`src/hdl/swpc_pkg.sv`:
```
// ----------------------------------------------------------------------------
// swpc_pkg
// Shared constants and types for the sliding window peak counter.
// ----------------------------------------------------------------------------
package swpc_pkg;

  localparam int unsigned FIFO_DEPTH_DEF = 1024;
  localparam int unsigned TIME_WIDTH_DEF = 32;

  localparam int unsigned TS_W       = 32;
  localparam int unsigned WIN_W      = 16;
  localparam int unsigned DIV_W      = 11;
  localparam int unsigned OUT_W      = 11;
  localparam int unsigned CFG_IDX_W  = 2;
  localparam int unsigned CFG_DATA_W = 16;

  localparam logic [WIN_W-1:0] WIN_RESET = 16'd1000;
  localparam logic [DIV_W-1:0] DIV_RESET = 11'd1;

  localparam logic [CFG_IDX_W-1:0] REG_WINDOW  = 2'd0;
  localparam logic [CFG_IDX_W-1:0] REG_DIVISOR = 2'd1;

  typedef enum logic [1:0] {
    ST_IDLE,
    ST_DIV,
    ST_SCAN
  } swpc_state_e;

  typedef struct packed {
    logic push;
    logic pop;
  } swpc_ctrl_t;

endpackage

```
`src/hdl/swpc_cell.sv`:
```
// ----------------------------------------------------------------------------
// swpc_cell
// One slot of the timestamp chain: shifts toward the front on a pop and
// captures the new timestamp when it is the first free slot on a push.
// ----------------------------------------------------------------------------
module swpc_cell #(
  parameter int unsigned TIME_WIDTH = swpc_pkg::TIME_WIDTH_DEF,
  parameter int unsigned CNT_W      = 11,
  parameter int unsigned IDX        = 0
) (
  input  logic                   clk_i,
  input  swpc_pkg::swpc_ctrl_t   ctrl_i,
  input  logic [CNT_W-1:0]       fill_i,
  input  logic [TIME_WIDTH-1:0]  new_time_i,
  input  logic [TIME_WIDTH-1:0]  next_time_i,
  output logic [TIME_WIDTH-1:0]  time_o
);

  logic [TIME_WIDTH-1:0] time_q, time_d;

  always_comb begin
    time_d = time_q;
    if (ctrl_i.pop) begin
      time_d = next_time_i;
    end else if (ctrl_i.push && (fill_i == CNT_W'(IDX))) begin
      time_d = new_time_i;
    end
  end

  always_ff @(posedge clk_i) begin
    time_q <= time_d;
  end

  assign time_o = time_q;

endmodule

```
`config.mk`:
```
export PLATFORM = sky130hd
export DESIGN_NAME = swpc_cell
export DESIGN_NICKNAME = d
export VERILOG_FILES = /design/src/hdl/swpc_pkg.sv /design/src/hdl/swpc_cell.sv
export SDC_FILE = /design/constraint.sdc
export NUM_CORES = 1
export LEC_CHECK = 0
export CORE_ASPECT_RATIO = 1.5
export CORE_MARGIN = 4
export CORE_UTILIZATION = 55
export CTS_BUF_LIST = sky130_fd_sc_hd__clkbuf_4
export CTS_CLUSTER_DIAMETER = 100
export DETAILED_ROUTE_END_ITERATION = 8
export DONT_BUFFER_PORTS = 1
export PLACE_DENSITY = 0.67
export SLEW_MARGIN = 20
export SYNTH_ARGS = -nofsm -noshare
export SYNTH_HDL_FRONTEND = slang
export SYNTH_SLANG_ARGS = --single-unit
```
`constraint.sdc`:
```
create_clock -name clk_i -period 3.6 [get_ports clk_i]
set_input_delay 0.18 -clock clk_i [delete_from_list [all_inputs] [get_ports clk_i]]
set_output_delay 0.18 -clock clk_i [all_outputs]
set_load 0.01 [all_outputs]
```
==> metrics list <==
- Worst IR drop on VDD: 0.299 mV
- Final worst path period share: 34.7%
- In this run the worst setup path begins at fill_i[2].
- Buffers inserted during clock tree synthesis total 5.
* Cell type contributing the most total cell area after synthesis: sky130_fd_sc_hd__edfxtp_1
- After the first detailed-routing iteration, the DRC count stood at 19.
- The cell area that synthesis handed to floorplanning was 1530 sq um.
- During synthesis, Yosys emitted a total of 0 warnings.
* Multiplexer share of the synthesized area: 30.6%
* All-Layer GR Usage: 13.6%
- Summing the areas of all fa, ha and maj instances in the mapped netlist gives 0% of the synthesized area.
- Post-route standard cell area excluding fillers: between 1500 and 2000 sq um
- In this run the power spent charging and discharging nets is 0.152 mW.
- At the worst endpoint, the required time is 3.55 ns.
- Of the total power, the share spent switching nets is around a fifth.
- Counting I/O delays and the setup requirement, the final critical path takes 1.25 ns.
- Entering global routing, the biggest net connects 34 pins.
- By area, the combinational part of the netlist is dominated by multiplexers.
* Final setup violation count: 0
* CTS tree: done
- Setup repair after global routing left no endpoint under its margin.
- Vertical die dimension: 72.6 um
- The number of global-route vias before repair came to 745.
- The first detailed-routing pass ran for 2 iterations.
* Syn_area_per_cell: 21.3 sq um
* Area added between synthesis and finish: 1.63%
* Sink Count: 32
* DR DRC count: 0
* Post-synthesis xor/xnor area fraction: 0%
- Kind of cell adding the most delay to the critical path: compound AO/OA/AOI/OAI gates
- Number of port buffers: 0
- Hold timing on the final database bottoms out at a slack of 0.0702 ns.
* Outcome: complete, no violations
- Maximum net fanout on the critical path: 32
- Maximum count of clock buffers along a single path: 2
- Buffers added to address setup during post-CTS repair amount to 0.
- Congestion Overflow GR: 0
- Area of the die: 3710 sq um
- LEAKAGE: between 0.5 and 0.6 nW
- The worst setup path is captured at a flop.
- Post-detailed-placement cell area: approximately 1500 sq um
- Flip-flop and latch count after synthesis: 32
- The tree is rooted in a sky130_fd_sc_hd__clkbuf_4.
* Area inside the core boundary: 2680 sq um
- Simple logic cell fraction of the synthesized area: 1.39%
- Instance count of the mapped netlist: 72
- Max-slew violation count: 0
* Count of cell types in the netlist: 8
* Count of nets after finishing: 153
- Per report_power, the clock group accounts for between 20% and 30% of the total.
- The number of antenna diodes in the final layout is 0.
* Worst setup margin: 2.35 ns
- Total routed wirelength: 2.51 mm
* Number of hold-repair buffers added at the cts stage: 0
- The critical path goes through nor4b_1 > a31o_2.
* Top achievable clock speed: 0.801 GHz
* Endpoints failing hold: 0
- Per report_power, the combinational group accounts for ~7.7% of the total.
- Data arrival time of the critical path: 1.20 ns
* Num rows: 23
- Via density per instance: 5.96
- The worst setup path is of the in -> reg kind.
- The first global-routing pass estimated about 3.5 mm of wire.
* Final routed wire length divided by cell count: 22.4 um
- RD Place Congestion: 0.615
- After synthesis, flip-flops and latches occupy approximately 63% of the total area.
* Setup total negative slack: 0 ns
- In this run the number of cells on the critical path is 2.
* Startpoint of the most critical hold path: next_time_i[11]
- For this design the ratio of total power to cell area is 467 nW/um^2.
- Maximum level of the CTS H-tree: 2
- Post-synthesis net count: 150
* Number of max-capacitance violations reported: 0
* Internal power: 0.574 mW
- Number of antenna violations at the first check in global routing: 0
- Post-CTS repair changed the size of 0 cells.
- Number of buffers and inverters on the critical path: 0
- Most frequent cells in the layout: sky130_fd_sc_hd__edfxtp_1, sky130_fd_sc_hd__mux2_4, sky130_fd_sc_hd__clkbuf_4, sky130_fd_sc_hd__mux2_2, sky130_fd_sc_hd__nor4_1
* Post-DRT Antenna Nets: 0
- The synthesized netlist devotes less than 1% of its cell area to compound gates.
- For the pin with the worst max-slew slack, the measured transition is 0.786 ns.
- The register with the most flip-flops in the layout has 32 of them.
- Max-slew headroom at the worst pin: 47.6%
* Delay of the slowest critical-path stage: 0.72 ns
* Slowest library cell on the worst path: sky130_fd_sc_hd__a31o_2
- Summed over its instances, the top area cell type makes up 62.7% of the synthesized netlist area.
- In the post-synthesis netlist, the biggest area contributors are sky130_fd_sc_hd__edfxtp_1, sky130_fd_sc_hd__mux2_4, sky130_fd_sc_hd__buf_12.
* Category of the worst setup path launch point: input pin
- Initial Util: 57.2%
* Pre-CTS worst setup slack: 2.00 ns
- End point of the critical path: time_o[10]$_DFFE_PP_
* Most common cell after layout, fill and taps aside: sky130_fd_sc_hd__edfxtp_1
- Number of I/O pins: 110
- Clock Pin Slew Worst Setup and Hold Paths: around 0.090 ns
- Per report_power, the sequential group accounts for 66.5% of the total.
* Detailed-route via count: approximately 670
- Share of final-layout standard cells stronger than drive strength 1: 53.3%
- In this run the worst hold path is classified as in -> reg.
- The floorplan step set the die width to 51.1 um.
==> cells by family (layout without fill, tap and decap cells) <==
| family | count (synthesis) | in the layout |
|---|---|---|
| multiplexers | 32 | 32 |
| AO/OA/AOI/OAI | 1 | 1 |
| buffers and inverters | 4 | 7 |
| AND/OR/NAND/NOR | 3 | 3 |
| flip-flops | 32 | 32 |
==> synth_stat cells (all sizes together) <==
cell and count:
nor4 2, edfxtp 32, mux2 32, a31o 1, buf 4, nor4b 1
==> worst min path at each step <==
stage                           end  slack, ns  depth (start not counted)
2_1_floorplan   time_o[0]$_DFFE_PP_       0.40                          1
3_3_place_gp   time_o[25]$_DFFE_PP_       0.40                          1
3_5_place_dp    time_o[7]$_DFFE_PP_       0.40                          1
4_1_cts        time_o[11]$_DFFE_PP_       0.05                          1
5_1_grt        time_o[22]$_DFFE_PP_       0.03                          1
6_report       time_o[11]$_DFFE_PP_       0.07                          1
==> power by group through the flow <==
stage,Clock [mW],Combinational [mW],Sequential [mW]
floorplan,0,0.0670,0.486
global placement,0,0.0546,0.492
detailed placement,0,0.0563,0.492
CTS,0.195,0.0563,0.484
global route,0.219,0.0588,0.486
finish,0.188,0.0557,0.483
==> metrics by stage <==
step	power, mW	instances	util, %
after floorplan	0.553	72	-
after global placement	0.547	105	56.3
after detailed placement	0.549	105	56.3
after CTS	0.736	112	58.2
after global routing	0.764	112	58.2
final	0.726	112	58.2
==> final cells by class <==
cell class              count  area, sq um
clock buffers               6         45.0
clock inverters             1         5.00
fillers                   206         1120
multi-input cells          36          499
flip-flops and latches     32          961
well taps                  37         46.3
==> per-layer routing <==
layer  GRT usage [%]  vias up  routed length, um
met5               0        -                  0
met4            7.19        0                 42
met3            8.38        5                389
met2            23.2       71               1320
met1            12.0      302                756
li1                -      289                  -
No activity file was read; power rests on OpenSTA's default activity.
