**src/hdl/swpc_pkg.sv**
```systemverilog
// ----------------------------------------------------------------------------
// swpc_pkg
// Shared constants and types for the sliding window peak counter.
// ----------------------------------------------------------------------------
package swpc_pkg;

  localparam int unsigned FIFO_DEPTH_DEF = 1024;
  localparam int unsigned TIME_WIDTH_DEF = 32;

  localparam int unsigned TS_W       = 32;
  localparam int unsigned WIN_W      = 16;
  localparam int unsigned DIV_W      = 11;
  localparam int unsigned OUT_W      = 11;
  localparam int unsigned CFG_IDX_W  = 2;
  localparam int unsigned CFG_DATA_W = 16;

  localparam logic [WIN_W-1:0] WIN_RESET = 16'd1000;
  localparam logic [DIV_W-1:0] DIV_RESET = 11'd1;

  localparam logic [CFG_IDX_W-1:0] REG_WINDOW  = 2'd0;
  localparam logic [CFG_IDX_W-1:0] REG_DIVISOR = 2'd1;

  typedef enum logic [1:0] {
    ST_IDLE,
    ST_DIV,
    ST_SCAN
  } swpc_state_e;

  typedef struct packed {
    logic push;
    logic pop;
  } swpc_ctrl_t;

endpackage

```
**src/hdl/swpc_div.sv**
```systemverilog
// ----------------------------------------------------------------------------
// swpc_div
// Restoring divider, one quotient bit per cycle, for rescaling the unit
// count after the divisor changes.
// ----------------------------------------------------------------------------
module swpc_div #(
  parameter int unsigned CNT_W = 11
) (
  input  logic                        clk_i,
  input  logic                        rst_ni,
  input  logic                        start_i,
  input  logic [CNT_W-1:0]            dividend_i,
  input  logic [swpc_pkg::DIV_W-1:0]  divisor_i,
  output logic                        done_o,
  output logic [CNT_W-1:0]            quot_o,
  output logic [swpc_pkg::DIV_W-1:0]  rem_o
);

  localparam int unsigned SW = $clog2(CNT_W + 1);

  logic [SW-1:0]              step_q, step_d;
  logic                       done_q, done_d;
  logic [CNT_W-1:0]           dvd_q, dvd_d;
  logic [CNT_W-1:0]           quot_q, quot_d;
  logic [swpc_pkg::DIV_W-1:0] part_q, part_d;
  logic [swpc_pkg::DIV_W:0]   trial;
  logic [swpc_pkg::DIV_W:0]   diff;
  logic                       ge;

  always_comb begin
    trial  = {part_q, dvd_q[CNT_W-1]};
    ge     = trial >= {1'b0, divisor_i};
    diff   = trial - {1'b0, divisor_i};
    step_d = step_q;
    done_d = 1'b0;
    dvd_d  = dvd_q;
    quot_d = quot_q;
    part_d = part_q;
    if (start_i) begin
      step_d = SW'(CNT_W);
      dvd_d  = dividend_i;
      quot_d = '0;
      part_d = '0;
    end else if (step_q != '0) begin
      part_d = ge ? diff[swpc_pkg::DIV_W-1:0] : trial[swpc_pkg::DIV_W-1:0];
      dvd_d  = {dvd_q[CNT_W-2:0], 1'b0};
      quot_d = {quot_q[CNT_W-2:0], ge};
      step_d = step_q - SW'(1);
      done_d = (step_q == SW'(1));
    end
  end

  always_ff @(posedge clk_i or negedge rst_ni) begin
    if (!rst_ni) begin
      step_q <= '0;
      done_q <= 1'b0;
    end else begin
      step_q <= step_d;
      done_q <= done_d;
    end
  end

  always_ff @(posedge clk_i) begin
    dvd_q  <= dvd_d;
    quot_q <= quot_d;
    part_q <= part_d;
  end

  assign done_o = done_q;
  assign quot_o = quot_q;
  assign rem_o  = part_q;

endmodule

```
**config.mk**
```make
export PLATFORM = sky130hd
export DESIGN_NAME = swpc_div
export DESIGN_NICKNAME = d
export VERILOG_FILES = /design/src/hdl/swpc_pkg.sv /design/src/hdl/swpc_div.sv
export SDC_FILE = /design/constraint.sdc
export NUM_CORES = 1
export LEC_CHECK = 0
export BUFFER_PORTS_ARGS = -buffer_cell sky130_fd_sc_hd__buf_4
export CORE_ASPECT_RATIO = 1.1
export CORE_MARGIN = 4
export CORE_UTILIZATION = 49
export DETAILED_ROUTE_END_ITERATION = 10
export PLACE_DENSITY = 0.79
export SYNTH_ARGS = -nofsm -noshare
export SYNTH_HDL_FRONTEND = slang
export SYNTH_SLANG_ARGS = --single-unit
```
**constraint.sdc**
```tcl
create_clock -name clk_i -period 2.3 [get_ports clk_i]
set_input_delay 0.345 -clock clk_i [delete_from_list [all_inputs] [get_ports clk_i]]
set_output_delay 0.345 -clock clk_i [all_outputs]
set_load 0.01 [all_outputs]
```
==> results of run 1 <==
power groups by stage:
| stage | registers (mW) | logic, mW | clock network, mW |
|---|---|---|---|
| floorplan | 0.937 | 0.826 | 0 |
| global placement | 0.910 | 1.33 | 0 |
| detailed placement | 0.909 | 1.37 | 0 |
| CTS | 0.898 | 1.39 | 0.550 |
| global route | 0.914 | 1.58 | 0.580 |
| finish | 0.900 | 1.44 | 0.539 |
worst max-delay path by stage:
| stage | to | cells past startpoint |
|---|---|---|
| after global routing | rem_o[8]$_SDFFE_PP0N_ | 9 |
| after CTS | rem_o[5]$_SDFFE_PP0N_ | 9 |
| after detailed placement | rem_o[3]$_SDFFE_PP0N_ | 9 |
| final | rem_o[0]$_SDFFE_PP0N_ | 9 |
| after floorplan | rem_o[5]$_SDFFE_PP0N_ | 8 |
| after global placement | rem_o[6]$_SDFFE_PP0N_ | 9 |
Yosys cell counts (4+ instances only):
| cell type | n |
|---|---|
| ha_1 | 14 |
| nand2_1 | 26 |
| nand2b_1 | 4 |
| clkbuf_1 | 10 |
| nor3_1 | 4 |
| o21ai_1 | 7 |
| a21oi_1 | 21 |
| xnor2_1 | 8 |
| dfrtp_1 | 5 |
| dfxtp_1 | 22 |
| o31a_1 | 4 |
| a311oi_1 | 5 |
| inv_1 | 15 |
| nand3_1 | 9 |
| mux2_2 | 10 |
| edfxtp_1 | 11 |
| nor2_1 | 19 |
cell type report:
cell class | instances | share of cell area [%]
Clock buffer | 8 | 3.858
Inverter | 15 | 1.951
Multi-Input combinational cell | 177 | 43.56
Tap cell | 54 | 2.341
Timing Repair Buffer | 66 | 17.25
Sequential cell | 38 | 31.04
logic make-up (layout without fill, tap and decap cells):
logic type | Yosys count | count (layout) | synth area share, %
AO/OA/AOI/OAI | 64 | 64 | 19.90
XOR/XNOR | 8 | 8 | 3.139
adder cells (fa/ha/maj) | 15 | 15 | 8.745
buffers and inverters | 29 | 89 | 5.324
flip-flops | 38 | 38 | 40.13
multiplexers | 11 | 11 | 5.493
AND/OR/NAND/NOR | 79 | 79 | 17.27
per-stage QoR:
step	worst slack [ps]	cells
after floorplan	141.2	244
after CTS	40.17	358
after global routing	-8.100	358
after detailed placement	-121.0	349
final	87.79	358
after global placement	-38.00	349
timing repair:
item / 4_1_cts / 5_1_grt
pin swaps: 2 / 6
endpoints found under the setup margin: 3 / 10
hold buffers: 1 / 0
buffers inserted: 0 / 0
resized for setup: 2 / 8
hold endpoints to repair: 5 / 0
registers in the layout, indices dropped and copies added (netlist names):
register	flops
step_q	4
dvd_q	11
rem_o	11
done_o	1
quot_o	11
worst reg2reg max path, delay by kind of cell, from the launching register on:
kind / cells / cell delay, ps
DFF: 1 / 340
and+or+nand+nor: 2 / 230
buffers and inverters: 1 / 50
adders and majority gates: 2 / 530
AOI/OAI and AO/OA: 4 / 940
per-layer routing:
layer | GRT usage, % | vias up | wire length, um | share of wire (%)
met5 | 0 | - | 0 | 0
met4 | 7.895 | 0 | 111 | 2.0
met3 | 5.063 | 12 | 275 | 5.0
met2 | 35.43 | 64 | 2890 | 52
met1 | 24.04 | 959 | 2277 | 41
li1 | - | 993 | - | -
==> results.cfg, run 1 <==
[pwr]
combPwrFrac_pct = 50.0
switching_share_pct = 36.74
irDropWorstVdd_mv = 0.5668
powerDensity_nw_per_um2 = 997.1
seq_power_share_pct = 31.3
power.leakage_nw = 1.276
power.switching_mw = 1.057
p_clk_share_pct = 18.7
p_total_mw = 2.878
internal_power_mw = 1.821

[timing]
period_share_pct = 96.18
post-route-min-period_ps = 2212
setup-tns-final_ps = 0
fmax_mhz = 452.0
fin_skew_ps = 5.034
hold_viol_final = 0
worst_pin_slew_ps = 542.4
maxSlewViolCount = 0
hold_slack_ps = 340.1
setup_viol = 0
slew_headroom_pct = 63.75

[worst_setup_path]
rr_worst_depth = 9
critPathBufInv = 1
slowest_stage = fa_2
worstSetupPathType = flop to flop
r2r-start = dvd_q[10]$_DFFE_PP_
path_cells = inv_2 > ha_2 > fa_2 > nand2b_4 > a21o_1 > a21boi_2 > o21a_4 > nor3_1 > o31a_1
arrival_ps = 2390
worstSetupStartpoint = dvd_q[10]$_DFFE_PP_
rr_endpoint = rem_o[0]$_SDFFE_PP0N_
crit_path_end_kind = flop
cp-start-kind = flop
required_ps = 2480
path_max_fanout = 8
critPathMaxStageDelay_ps = 350
cpLargestDelayFamily = compound AO/OA/AOI/OAI gates
r2r_setup_slack_ps = 90

[routing]
ant_nets = 0
drtIter0Drc = 123
drc = 0
dr.pass1.iters = 4
via_per_inst = 5.665
via_count = 2028
routed_wl_um = 5554
wl_per_cell_um = 15.51

[die]
die_area_sq_um = 5700
io_pins = 48
core_region_area_sq_um = 4348
die_width_um = 72.35
rows = 25
initial_core_util_pct = 51.34
die_h_um = 78.79

[yosys]
ys_ff_latch = 38
ys_types = 51
syn_avg_cell_area_sq_um = 9.148
ys_warn_count = 0
yosysTopAreaCell = dfxtp_1
syn-instance-count = 244
synth_area_leaders = dfxtp_1 (20%), edfxtp_1 (15%), ha_1 (7.8%)
ys.flop_type = dfxtp_1
yosysSeqAreaShare_pct = 40.13
netlist.area_leader.share_pct = 19.73
synth_fp_nets = 284
synth_area_sq_um = 2232
synth_edf_count = 11
ys_async_sr_fraction_pct = 13.16

[cells_and_area]
nNetsFinal = 343
final_common_cell = buf_4
layout_common_cells = buf_4 (65), nand2_1 (26), dfxtp_1 (22)
num_antenna_cells = 0
multiInputGateArea_sq_um = 1257
areaGrowthSynthToFinish_pct = 29.32
nFillCells = 369
drive_gt1_share_pct = 32.57
ff_latch_area_sq_um = 895.9
fin_util_pct = 66.39
design_area_sq_um = 2887

[clocking]
clockBufferDepth = 2
numCtsBuffers = 5
clk-insertion-delay-late_ps = 290
cts_htree_levels = 2
cts.sinks = 38
cts-root-buf = clkbuf_8
clkTransAtPathRegs_ps = 70
cts_tree = built

[place]
dp_hpwl_um = 4124
gp_congestion = 0.8252
port_buffers = 47
postPlaceCellArea_sq_um = 2725

[global_routing]
grt_max_degree = 42
grt_pass1_vias = 2006
antenna_found_initial = 0
grt_pass1_wl_um = 9156
grt-ovfl-total = 0
grt_usage_pct = 20.48

[worst_hold_path]
min_from = dividend_i[0]
hold_path_depth = 2
hold_path_class = input pin to flop
min_to = dvd_q[0]$_SDFFCE_PN0P_

[run]
cap_violations = 0

[run_status]
status = completed
(Power assumes the default switching activity.)
==> run 2, diff against run 1 <==
--- a/config.mk
+++ b/config.mk
@@ -6,7 +6,7 @@
 export NUM_CORES = 1
 export LEC_CHECK = 0
 export BUFFER_PORTS_ARGS = -buffer_cell sky130_fd_sc_hd__buf_4
-export CORE_ASPECT_RATIO = 1.1
+export CORE_ASPECT_RATIO = 0.6
 export CORE_MARGIN = 4
 export CORE_UTILIZATION = 49
 export DETAILED_ROUTE_END_ITERATION = 10
==> run 2 against run 1 <==
Effect of this change:
- sequential power is 0.7% lower
- wire length is 2.9% lower
- first-iteration DRC count is 24% higher
- hold slack better by 7.3 ps
- critical path depth stayed put
- clock-buffer cell count is 3 lower
- setup slack better by 24 ps
- utilization is 1.3 points higher
- critical path type unchanged
- critical endpoint is now rem_o[10]$_SDFFE_PP0N_
- largest cell class unchanged
- largest power group unchanged
==> results.cfg, run 2 (synthesis gave the netlist of run 1 again) <==
[worst_setup_path]
cp-start-kind = flop
required_ps = 2510
crit_path_end_kind = flop
worstSetupPathType = flop to flop
critPathMaxStageDelay_ps = 340
arrival_ps = 2390
path_max_fanout = 3
slowest_stage = edfxtp_1
path_cells = inv_2 > ha_4 > fa_2 > nand2b_4 > a21o_1 > a21boi_2 > o21ai_4 > a211o_1 > a311oi_2

[clocking]
cts_htree_levels = 2
clockBufferDepth = 2
postCtsSetupBuffers = 0
numCtsBuffers = 5
clk-insertion-delay-late_ps = 290
clkTransAtPathRegs_ps = 80
cts-root-buf = clkbuf_8
cts.sinks = 38
cts_tree = built

[cells_and_area]
multiInputGateArea_sq_um = 1249
design_area_sq_um = 2883
layout_common_cells = buf_4 (65), nand2_1 (26), dfxtp_1 (22)
num_antenna_cells = 0
areaGrowthSynthToFinish_pct = 29.15
fin_util_pct = 67.72
ff_latch_area_sq_um = 895.9
drive_gt1_share_pct = 31.91
final_common_cell = buf_4
nFillCells = 342
stdcell_count = 364
nNetsFinal = 343

[global_routing]
grt_max_degree = 27
grt_usage_pct = 19.99
grt_pass1_wl_um = 8832
grt-ovfl-total = 0
antenna_found_initial = 0
grt_pass1_vias = 1784

[place]
dp_slack_ps = -117.7
port_buffers = 47
post-place-cells = 355
dp_hpwl_um = 4044
postPlaceCellArea_sq_um = 2733
gp_congestion = 0.8425

[timing]
fin_skew_ps = 6.572
fmax_mhz = 457.0
post-route-min-period_ps = 2188
setup_viol = 0
slew_headroom_pct = 61.45
worst_pin_slew_ps = 578.2
period_share_pct = 95.15
maxSlewViolCount = 0
hold_viol_final = 0
hold_slack_ps = 347.4
setup-tns-final_ps = 0
setup_ws_ps = 111.6

[die]
die_area_sq_um = 5735
core_region_area_sq_um = 4257
io_pins = 48
die_h_um = 60.28
die_width_um = 95.14
initial_core_util_pct = 52.44
rows = 18

[routing]
drc = 0
wl_per_cell_um = 14.82
via_count = 2002
drtIter0Drc = 153
dr.pass1.iters = 4
routed_wl_um = 5395
ant_nets = 0
via_per_inst = 5.500

[run_status]
status = completed

[pwr]
p_total_mw = 2.836
powerDensity_nw_per_um2 = 983.6
irDropWorstVdd_mv = 0.5797
power.leakage_nw = 1.274

[worst_hold_path]
hold_path_class = input pin to flop

[run]
cap_violations = 0
[run 2: cell count changes in the layout (fill, tap and decap cells not counted), sizes merged]
cell    delta
bufinv     +1
clkbuf     -3
clkinv     +2
[run 2: power breakdown]
group | switching [mW] | internal, mW | leakage (nW)
logic | 0.703 | 0.679 | 0.862
registers | 0.0892 | 0.804 | 0.354
clock network | 0.241 | 0.319 | 0.0579
total | 1.03 | 1.80 | 1.27
[run 2: timing repair]
action | in CTS | in global routing
endpoints found under the setup margin | 2 | 12
gates resized for setup | 1 | 6
hold buffers | 1 | 0
endpoints found under the hold margin | 5 | 0
pin swaps | 2 | 5
[run 2: routing by layer]
layer,vias to the layer above,GRT usage (%),part of all wire (%)
li1,991,-,-
met1,917,30.52,48
met2,85,28.36,42
met3,9,3.899,8.2
met4,0,5.544,1.1
met5,-,0,0
[run 2: area by class of cell]
class	instances	area share (%)
Multi-Input combinational cell	177	43.32
Sequential cell	38	31.08
Timing Repair Buffer	66	17.27
Tap cell	60	2.604
Clock buffer	5	2.387
Inverter	15	1.953
Clock inverter	3	1.389
[run 2: critical path, delay by kind of cell (launching register included)]
| family | cells | cell delay [ps] |
|---|---|---|
| adder cells (fa/ha/maj) | 2 | 500 |
| buffers and inverters | 1 | 50 |
| flip-flops | 1 | 340 |
| AO/OA/AOI/OAI | 5 | 1050 |
| AND/OR/NAND/NOR | 1 | 150 |
[run 2: worst paths after layout]
| check | cells past startpoint | from | slack, ps | end |
|---|---|---|---|---|
| max | 9 | dvd_q[10]$_DFFE_PP_ | 110 | rem_o[10]$_SDFFE_PP0N_ |
| min | 2 | dividend_i[0] | 350 | dvd_q[0]$_SDFFCE_PN0P_ |
| max reg2reg | 9 | dvd_q[10]$_DFFE_PP_ | 110 | rem_o[10]$_SDFFE_PP0N_ |
| min reg2reg | 2 | quot_o[10]$_SDFFE_PP0N_ | 460 | quot_o[10]$_SDFFE_PP0N_ |
| max in group asynchronous | 2 | rst_ni | 1800 | step_q[2]$_DFFE_PN0P_ |
| min in group asynchronous | 2 | rst_ni | 390 | done_o$_DFF_PN0_ |
==> run 3, diff against run 2 <==
--- a/config.mk
+++ b/config.mk
@@ -10,6 +10,7 @@
 export CORE_MARGIN = 4
 export CORE_UTILIZATION = 49
 export DETAILED_ROUTE_END_ITERATION = 10
+export GPL_TIMING_DRIVEN = 0
 export PLACE_DENSITY = 0.79
 export SYNTH_ARGS = -nofsm -noshare
 export SYNTH_HDL_FRONTEND = slang
==> run 3 against run 2 <==
Effect of this change:
- critical path depth unchanged
- non-clock buffer count decreased by 2
- die area unchanged
- critical endpoint is now rem_o[8]$_SDFFE_PP0N_
- largest cell class unchanged
- largest power group unchanged
==> results.cfg, run 3 (synthesis gave the netlist of run 1 again) <==
[run]
cap_violations = 0

[worst_setup_path]
required_ps = 2480
crit_path_end_kind = flop
r2r-start = dvd_q[10]$_DFFE_PP_
worstSetupStartpoint = dvd_q[10]$_DFFE_PP_
arrival_ps = 2470
worstSetupPathType = flop to flop
cp-start-kind = flop
path_max_fanout = 8
rr_worst_depth = 9

[clocking]
clk-insertion-delay-late_ps = 280
cts-root-buf = clkbuf_8
cts_tree = built
cts_htree_levels = 2
clockBufferDepth = 2
numCtsBuffers = 5
cts.sinks = 38
clkTransAtPathRegs_ps = 70

[pwr]
power.leakage_nw = 1.223
irDropWorstVdd_mv = 0.6581
powerDensity_nw_per_um2 = 977.0
p_total_mw = 2.786

[worst_hold_path]
min_from = dividend_i[0]
hold_path_class = input pin to flop
hold_path_depth = 2

[timing]
fmax_mhz = 438.4
rsz0062_at_grt = yes
maxSlewViolCount = 0
post-route-min-period_ps = 2281
fin_skew_ps = 4.058
worst_pin_slew_ps = 603.6
slew_headroom_pct = 59.76
period_share_pct = 99.17
hold_viol_final = 0
hold_slack_ps = 347.5
setup_viol = 0
setup_ws_ps = 19.18

[routing]
drc = 0
routed_wl_um = 5537
via_per_inst = 5.608
via_count = 2030
wl_per_cell_um = 15.30
drtIter0Drc = 136
dr.pass1.iters = 5
ant_nets = 0

[place]
postPlaceCellArea_sq_um = 2660
dp_slack_ps = -191.9
port_buffers = 47
gp_congestion = 0.8136
dp_hpwl_um = 4094

[cells_and_area]
num_antenna_cells = 0
layout_common_cells = buf_4 (49), nand2_1 (26), dfxtp_1 (22)
design_area_sq_um = 2851
nNetsFinal = 341
multiInputGateArea_sq_um = 1277
ff_latch_area_sq_um = 895.9
final_common_cell = buf_4
nFillCells = 340
drive_gt1_share_pct = 28.48
areaGrowthSynthToFinish_pct = 27.75

[die]
die_h_um = 60.28
core_region_area_sq_um = 4257
io_pins = 48
rows = 18
die_area_sq_um = 5735
initial_core_util_pct = 52.44
die_width_um = 95.14

[global_routing]
antenna_found_initial = 0
grt_max_degree = 12
grt-ovfl-total = 0
grt_pass1_wl_um = 8687
grt_pass1_vias = 1814
grt_usage_pct = 19.69

[run_status]
status = completed
run 3: what timing repair did:
item / in CTS / in global routing
resized for setup: 4 / 9
endpoints found under the hold margin: 5 / 0
pin swaps: 2 / 6
endpoints found under the setup margin: 11 / 23
buffers inserted: 0 / 2
hold buffers: 1 / 0
run 3: critical path, stage by stage (launching register included):
cell	delay [ps]
edfxtp_1	350
inv_2	60
ha_4	160
fa_2	390
nand2b_4	150
a21o_1	210
a21boi_4	220
o21a_4	230
o21ai_1	110
a311oi_1	290
run 3: path summary, 6_finish.rpt:
check | slack [ps] | end
worst max register to register | 20 | rem_o[8]$_SDFFE_PP0N_
worst max-delay path | 20 | rem_o[8]$_SDFFE_PP0N_
max in group asynchronous | 1790 | step_q[3]$_DFFE_PN0P_
worst min register to register | 460 | quot_o[10]$_SDFFE_PP0N_
worst min-delay path | 350 | dvd_q[0]$_SDFFCE_PN0P_
min in group asynchronous | 390 | step_q[0]$_DFFE_PN0P_
run 3: through the flow:
stage / utilization, % / TNS (ps) / cells
6_report: 66.99 / 0 / 362
2_1_floorplan: - / 0 / 244
4_1_cts: 65.70 / 0 / 360
5_1_grt: 66.99 / -207.8 / 362
3_5_place_dp: 62.49 / -1558 / 351
3_3_place_gp: 62.49 / -1167 / 351
run 3: area by class of cell:
type                       count  share of cell area, %
clock buffer                   7                  2.677
timing repair buffer          50                  13.25
buffer                        14                  2.194
multi-input combinational    177                  44.80
clock inverter                 1                  1.053
sequential                    38                  31.42
inverter                      15                  1.975
tap                           60                  2.633
run 3: per-layer routing:
layer	up-vias	wire length, um	GRT usage, %	part of all wire (%)
met5	-	0	0	0
met4	0	12	2.464	0.22
met3	3	453	5.786	8.2
met2	75	2336	27.46	42
met1	958	2735	30.34	49
li1	994	-	-	-
run 3: power by group:
group	leakage, nW	switching [mW]	internal (mW)
combinational	0.816	0.708	0.622
clock	0.0524	0.221	0.324
sequential	0.354	0.106	0.805
